===== config.mk =====
export PLATFORM = sky130hd
export DESIGN_NAME = mlc_lookup
export DESIGN_NICKNAME = d
export VERILOG_FILES = /design/src/mlc_pkg.sv /design/src/mlc_lookup.sv
export SDC_FILE = /design/constraint.sdc
export NUM_CORES = 1
export LEC_CHECK = 0
export ABC_AREA = 1
export BUFFER_PORTS_ARGS = -buffer_cell sky130_fd_sc_hd__buf_2
export CORE_AREA = 2 2 141 143
export DETAILED_ROUTE_END_ITERATION = 16
export DIE_AREA = 0 0 143 145
export PLACE_DENSITY = 0.8
export SYNTH_ARGS = -nofsm -noshare
export SYNTH_HDL_FRONTEND = slang
export SYNTH_SLANG_ARGS = --single-unit

===== constraint.sdc =====
create_clock -name vclk -period 27.7
set_clock_uncertainty 0.1 [all_clocks]
set_input_delay 5.54 -clock vclk [all_inputs]
set_output_delay 5.54 -clock vclk [all_outputs]
set_load 0.1 [all_outputs]

===== src/mlc_pkg.sv =====
// Shared types and codes of the last-level cache directory controller.
package mlc_pkg;

   typedef enum logic [2:0] {
      REQ_DATA_READ   = 3'd0,
      REQ_WRITE       = 3'd1,
      REQ_INSTR_READ  = 3'd2,
      REQ_SNOOP_INVAL = 3'd3,
      REQ_SNOOP_READ  = 3'd4,
      REQ_SNOOP_WRITE = 3'd5,
      REQ_SNOOP_RWIM  = 3'd6,
      REQ_CLEAR       = 3'd7
   } req_code_type;

   typedef enum logic [1:0] {
      CO_I = 2'd0,
      CO_S = 2'd1,
      CO_E = 2'd2,
      CO_M = 2'd3
   } co_type;

   typedef enum logic [1:0] {
      BUS_NONE  = 2'd0,
      BUS_READ  = 2'd1,
      BUS_RWIM  = 2'd2,
      BUS_INVAL = 2'd3
   } bus_op_type;

   typedef enum logic [1:0] {
      SNP_NONE  = 2'd0,
      SNP_NOHIT = 2'd1,
      SNP_HIT   = 2'd2,
      SNP_HITM  = 2'd3
   } snoop_reply_type;

   typedef enum logic [1:0] {
      SNP_IN_NOHIT = 2'd0,
      SNP_IN_HIT   = 2'd1,
      SNP_IN_HITM  = 2'd2
   } snoop_in_type;

   typedef enum logic [1:0] {
      ST_CLEAR  = 2'd0,
      ST_IDLE   = 2'd1,
      ST_LOOKUP = 2'd2
   } state_type;

   typedef struct packed {
      logic            hit;
      bus_op_type      bus_op;
      logic            wb_valid;
      snoop_reply_type snoop_reply;
      logic            cnt_read;
      logic            cnt_write;
      logic            cnt_hit;
      logic            cnt_miss;
   } lookup_flags_type;

endpackage


===== src/mlc_lookup.sv =====
// Set update logic: tag compare, MESI transitions, LRU aging and victim choice.
module mlc_lookup #(
   parameter int SET_INDEX_BITS   = 15,
   parameter int WAYS             = 8,
   parameter int LINE_OFFSET_BITS = 6,
   parameter int ADDRESS_BITS     = 32,
   localparam int TAG_W = ADDRESS_BITS - SET_INDEX_BITS - LINE_OFFSET_BITS,
   localparam int AGE_W = $clog2(WAYS),
   localparam int WAY_W = TAG_W + 2 + AGE_W,
   localparam int ROW_W = WAYS * WAY_W
) (
   input  logic [ROW_W-1:0]          row_in,
   input  mlc_pkg::req_code_type     req_code,
   input  logic [ADDRESS_BITS-1:0]   address,
   input  logic [1:0]                snoop_in,
   output logic [ROW_W-1:0]          row_out,
   output mlc_pkg::lookup_flags_type flags,
   output logic [ADDRESS_BITS-1:0]   bus_addr,
   output logic [ADDRESS_BITS-1:0]   wb_addr
);
   import mlc_pkg::*;

   localparam logic [AGE_W-1:0] OLDEST = AGE_W'(WAYS - 1);

   logic [TAG_W-1:0]          req_tag;
   logic [SET_INDEX_BITS-1:0] req_set;
   logic [TAG_W-1:0]          tg  [WAYS];
   co_type                    co  [WAYS];
   logic [AGE_W-1:0]          ag  [WAYS];
   logic [TAG_W-1:0]          ntg [WAYS];
   co_type                    nco [WAYS];
   logic [AGE_W-1:0]          nag [WAYS];
   logic                      found;
   logic [AGE_W-1:0]          hit_way;
   logic                      free_found;
   logic [AGE_W-1:0]          free_way;
   logic [AGE_W-1:0]          victim;
   logic [AGE_W-1:0]          pick;
   logic                      do_touch;
   logic [AGE_W-1:0]          touch_way;
   logic [AGE_W-1:0]          old_age;
   co_type                    fill_co;

   assign req_tag = address[ADDRESS_BITS-1 -: TAG_W];
   assign req_set = address[LINE_OFFSET_BITS +: SET_INDEX_BITS];

   always_comb begin
      for (int w = 0; w < WAYS; w++) begin
         tg[w] = row_in[w*WAY_W + 2 + AGE_W +: TAG_W];
         co[w] = co_type'(row_in[w*WAY_W + AGE_W +: 2]);
         ag[w] = row_in[w*WAY_W +: AGE_W];
      end

      // Downward scans leave the lowest-numbered way.
      found      = 1'b0;
      hit_way    = '0;
      free_found = 1'b0;
      free_way   = '0;
      for (int w = WAYS - 1; w >= 0; w--) begin
         if (co[w] != CO_I && tg[w] == req_tag) begin
            found   = 1'b1;
            hit_way = AGE_W'(w);
         end
         if (co[w] == CO_I) begin
            free_found = 1'b1;
            free_way   = AGE_W'(w);
         end
      end
      victim = '0;
      for (int w = 1; w < WAYS; w++) begin
         if (ag[w] > ag[victim]) victim = AGE_W'(w);
      end
      pick    = free_found ? free_way : victim;
      fill_co = (snoop_in == SNP_IN_NOHIT) ? CO_E : CO_S;

      for (int w = 0; w < WAYS; w++) begin
         ntg[w] = tg[w];
         nco[w] = co[w];
         nag[w] = ag[w];
      end
      flags     = '0;
      bus_addr  = '0;
      wb_addr   = '0;
      do_touch  = 1'b0;
      touch_way = hit_way;

      unique case (req_code) inside
         REQ_DATA_READ, REQ_INSTR_READ, REQ_WRITE: begin
            if (req_code == REQ_WRITE) flags.cnt_write = 1'b1;
            else flags.cnt_read = 1'b1;
            do_touch = 1'b1;
            if (found) begin
               flags.hit     = 1'b1;
               flags.cnt_hit = 1'b1;
               if (req_code == REQ_WRITE) begin
                  if (co[hit_way] == CO_S) begin
                     flags.bus_op = BUS_INVAL;
                     bus_addr     = address;
                  end
                  nco[hit_way] = CO_M;
               end
            end else begin
               flags.cnt_miss = 1'b1;
               flags.bus_op   = (req_code == REQ_WRITE) ? BUS_RWIM : BUS_READ;
               bus_addr       = address;
               touch_way      = pick;
               if (!free_found && co[pick] == CO_M) begin
                  flags.wb_valid = 1'b1;
                  wb_addr = {tg[pick], req_set, LINE_OFFSET_BITS'(0)};
               end
               ntg[pick] = req_tag;
               nco[pick] = (req_code == REQ_WRITE) ? CO_M : fill_co;
            end
         end
         REQ_SNOOP_INVAL: begin
            if (found) begin
               nco[hit_way] = CO_I;
               nag[hit_way] = OLDEST;
            end
         end
         REQ_SNOOP_READ, REQ_SNOOP_RWIM: begin
            if (!found) begin
               flags.snoop_reply = SNP_NOHIT;
            end else begin
               if (co[hit_way] == CO_M) begin
                  flags.snoop_reply = SNP_HITM;
                  flags.wb_valid    = 1'b1;
                  wb_addr = {req_tag, req_set, LINE_OFFSET_BITS'(0)};
               end else begin
                  flags.snoop_reply = SNP_HIT;
               end
               if (req_code == REQ_SNOOP_READ) begin
                  nco[hit_way] = CO_S;
               end else begin
                  nco[hit_way] = CO_I;
                  nag[hit_way] = OLDEST;
               end
            end
         end
         default: ;
      endcase

      if (do_touch) begin
         old_age = ag[touch_way];
         for (int w = 0; w < WAYS; w++) begin
            if (ag[w] < old_age) nag[w] = ag[w] + AGE_W'(1);
         end
         nag[touch_way] = '0;
      end else begin
         old_age = '0;
      end

      for (int w = 0; w < WAYS; w++) begin
         row_out[w*WAY_W +: WAY_W] = {ntg[w], nco[w], nag[w]};
      end
   end

endmodule


==> out/metrics.yaml <==
p_sw_uw: 607
cp_num_buf_inv: 14
final_cell_mix: "nand2_1, buf_2, inv_1"
power_density_mw_per_mm2: 78.5
min_period_ns: 23.59
p_leak_nw: 6.40
yosysWarnings: 0
finalSetupViolCount: 0
antenna_found_initial: 1
initial_utilization_pct: 43.8
die-area_mm2: 0.0207
postRouteAntennaNets: 0
cp-start-kind: "primary input"
hold_violations: 0
nFillCells: 2085
drt-vias-per-instance: 5.80
grt-ovfl-total: 0
netSwitchingFraction_pct: 75.6
critPathKind: "in -> out"
grt_pass1_vias: 11800
cpPeakStageDelay_ns: 0.80
place.detailed.hpwl_um: 36500
syn_area_per_cell_um2: 4.82
port_buffers: 361
power_uw: 803
io_pins: 367
numSequentialCells: 0
min_path_type: "in -> out"
finalNetCount: 2251
diodes: 0
cp.arrival_ns: 17.95
dr.pass1.iters: 6
regArea_um2: 0
die_w_um: 143
grt_use_total_pct: 41.8
grt_max_degree: 34
rsz0062_at_grt: "false"
cp-end-kind: "output port"
syn-cell-area_mm2: 0.00840
row_count: 51
status: "finished clean"
drive_gt1_share_pct: 23.2
routedWlPerCell_um: 19.9
worst_ir_drop_vdd_mv: 0.0725
first_iter_violations: 1902
ys_seq_area_share_pct: 0
slew_viol_final: 0
place_congestion: 1.15
hold_buffers: 0
cp_data_required_time_ns: 22.06
maxCapViolCount: 0
yosysUniqueCellTypes: 56
path_delay_family: "simple AND/OR/NAND/NOR gates"
combPwrFrac_pct: 100.0
via_count: 13400
nClkBuffers: 0
post_cts_buffers: 0
clkPwrFrac_pct: 0
layout_commonest_cell: "nand2_1"
die_y_um: 145
fin_setup_tns_ns: 0
worst_slew_pin_slew_ns: 1.05
syn_inst: 1743
ctsResizeCount: 0
period_share_pct: 85.2
core-area_mm2: 0.0192
grt_pass1_wl_um: 68300
cp_max_fo: 21
p_int_uw: 196
routed_wl_um: 46000
fmax_ghz: 0.0424
drc: 0
slew_headroom_pct: 29.8
crit_slowest_cell: "nand4_1"
seqPwrFrac_pct: 0
syn2layout_area_growth_pct: 21.8
-- logic make-up after synthesis --
kind of cell / share of synthesized area, %
and+or+nand+nor: 50.1
AOI/OAI and AO/OA: 24.9
buffers and inverters: 17.3
adders and majority gates: 5.51
xor gates and xnor gates: 2.19
other: 0.0446
-- final timing paths --
path	from	slack (ns)	end	cells after the start
setup / recovery	row_in[2]	4.11	wb_addr[23]	74
hold / removal	address[5]	11.43	bus_addr[5]	4
-- per-stage QoR --
step / std cells / util (%) / worst slack [ns] / cell area (um^2) / hold WS (ns)
final: 2312 / 53.3 / 4.11 / 10200 / 11.43
after global routing: 2312 / 53.3 / 3.11 / 10200 / 11.45
after CTS: 2312 / 53.3 / 4.45 / 10200 / 11.43
after detailed placement: 2312 / 53.3 / 4.47 / 10200 / 11.43
after global placement: 2312 / 53.3 / 4.66 / 10200 / 11.42
after floorplan: 1748 / - / 4.80 / 8420 / 11.31
-- final cells by class --
| class | count | area [um^2] | area share [%] |
|---|---|---|---|
| tap | 265 | 332 | 3.24 |
| multi-input combinational | 1394 | 6970 | 68.1 |
| timing repair buffer | 367 | 1850 | 18.1 |
| inverter | 286 | 1090 | 10.6 |
-- metal layers --
metal	share of wire, %	GRT usage, %	wire length [um]	up-vias
met1	39	56.2	18000	5936
met4	4.9	13.6	2240	2
met5	0.020	0	9	-
met2	42	64.9	19500	1054
met3	14	10.2	6260	205
li1	-	-	-	6220
-- tightest hold or removal path: cells and delay by family --
family | cells | cell delay [ns]
buffers and inverters | 3 | 0.41
and+or+nand+nor | 1 | 0.03
-- power by group through the flow --
stage          Combinational [mW]  Sequential [mW]  Clock (mW)
2_1_floorplan               0.627                0           0
6_report                    0.803                0           0
5_1_grt                     0.867                0           0
3_5_place_dp                0.784                0           0
3_3_place_gp                0.782                0           0
4_1_cts                     0.786                0           0
-- synth_stat cells, types with 5 or more instances --
cell type  number  area, um^2
a31oi_1         6        37.5
nand2_1       567        2130
ha_1           37         463
nand4_1        30         188
a21oi_2         6        52.6
nand3_1        72         360
inv_1         258         968
o2111ai_1       9        78.8
o211ai_1       14         105
clkbuf_1       35         131
nor2_2         11        68.8
a21oi_1        60         300
buf_6           6        67.6
nor3_1          7        35.0
nor2_4          6        67.6
o21ai_0       160         801
o22ai_1        47         294
nor2_1        213         800
xnor2_1        17         149
nand2_2        33         206
inv_4           5        31.3
nand3_2         7        70.1
inv_2          19        71.3
nand2_4        10         113
o21ai_1        11        55.1
buf_4          15         113
a221oi_1       15         131
buf_2          10        50.1
No activity file was read; power rests on OpenSTA's default activity.
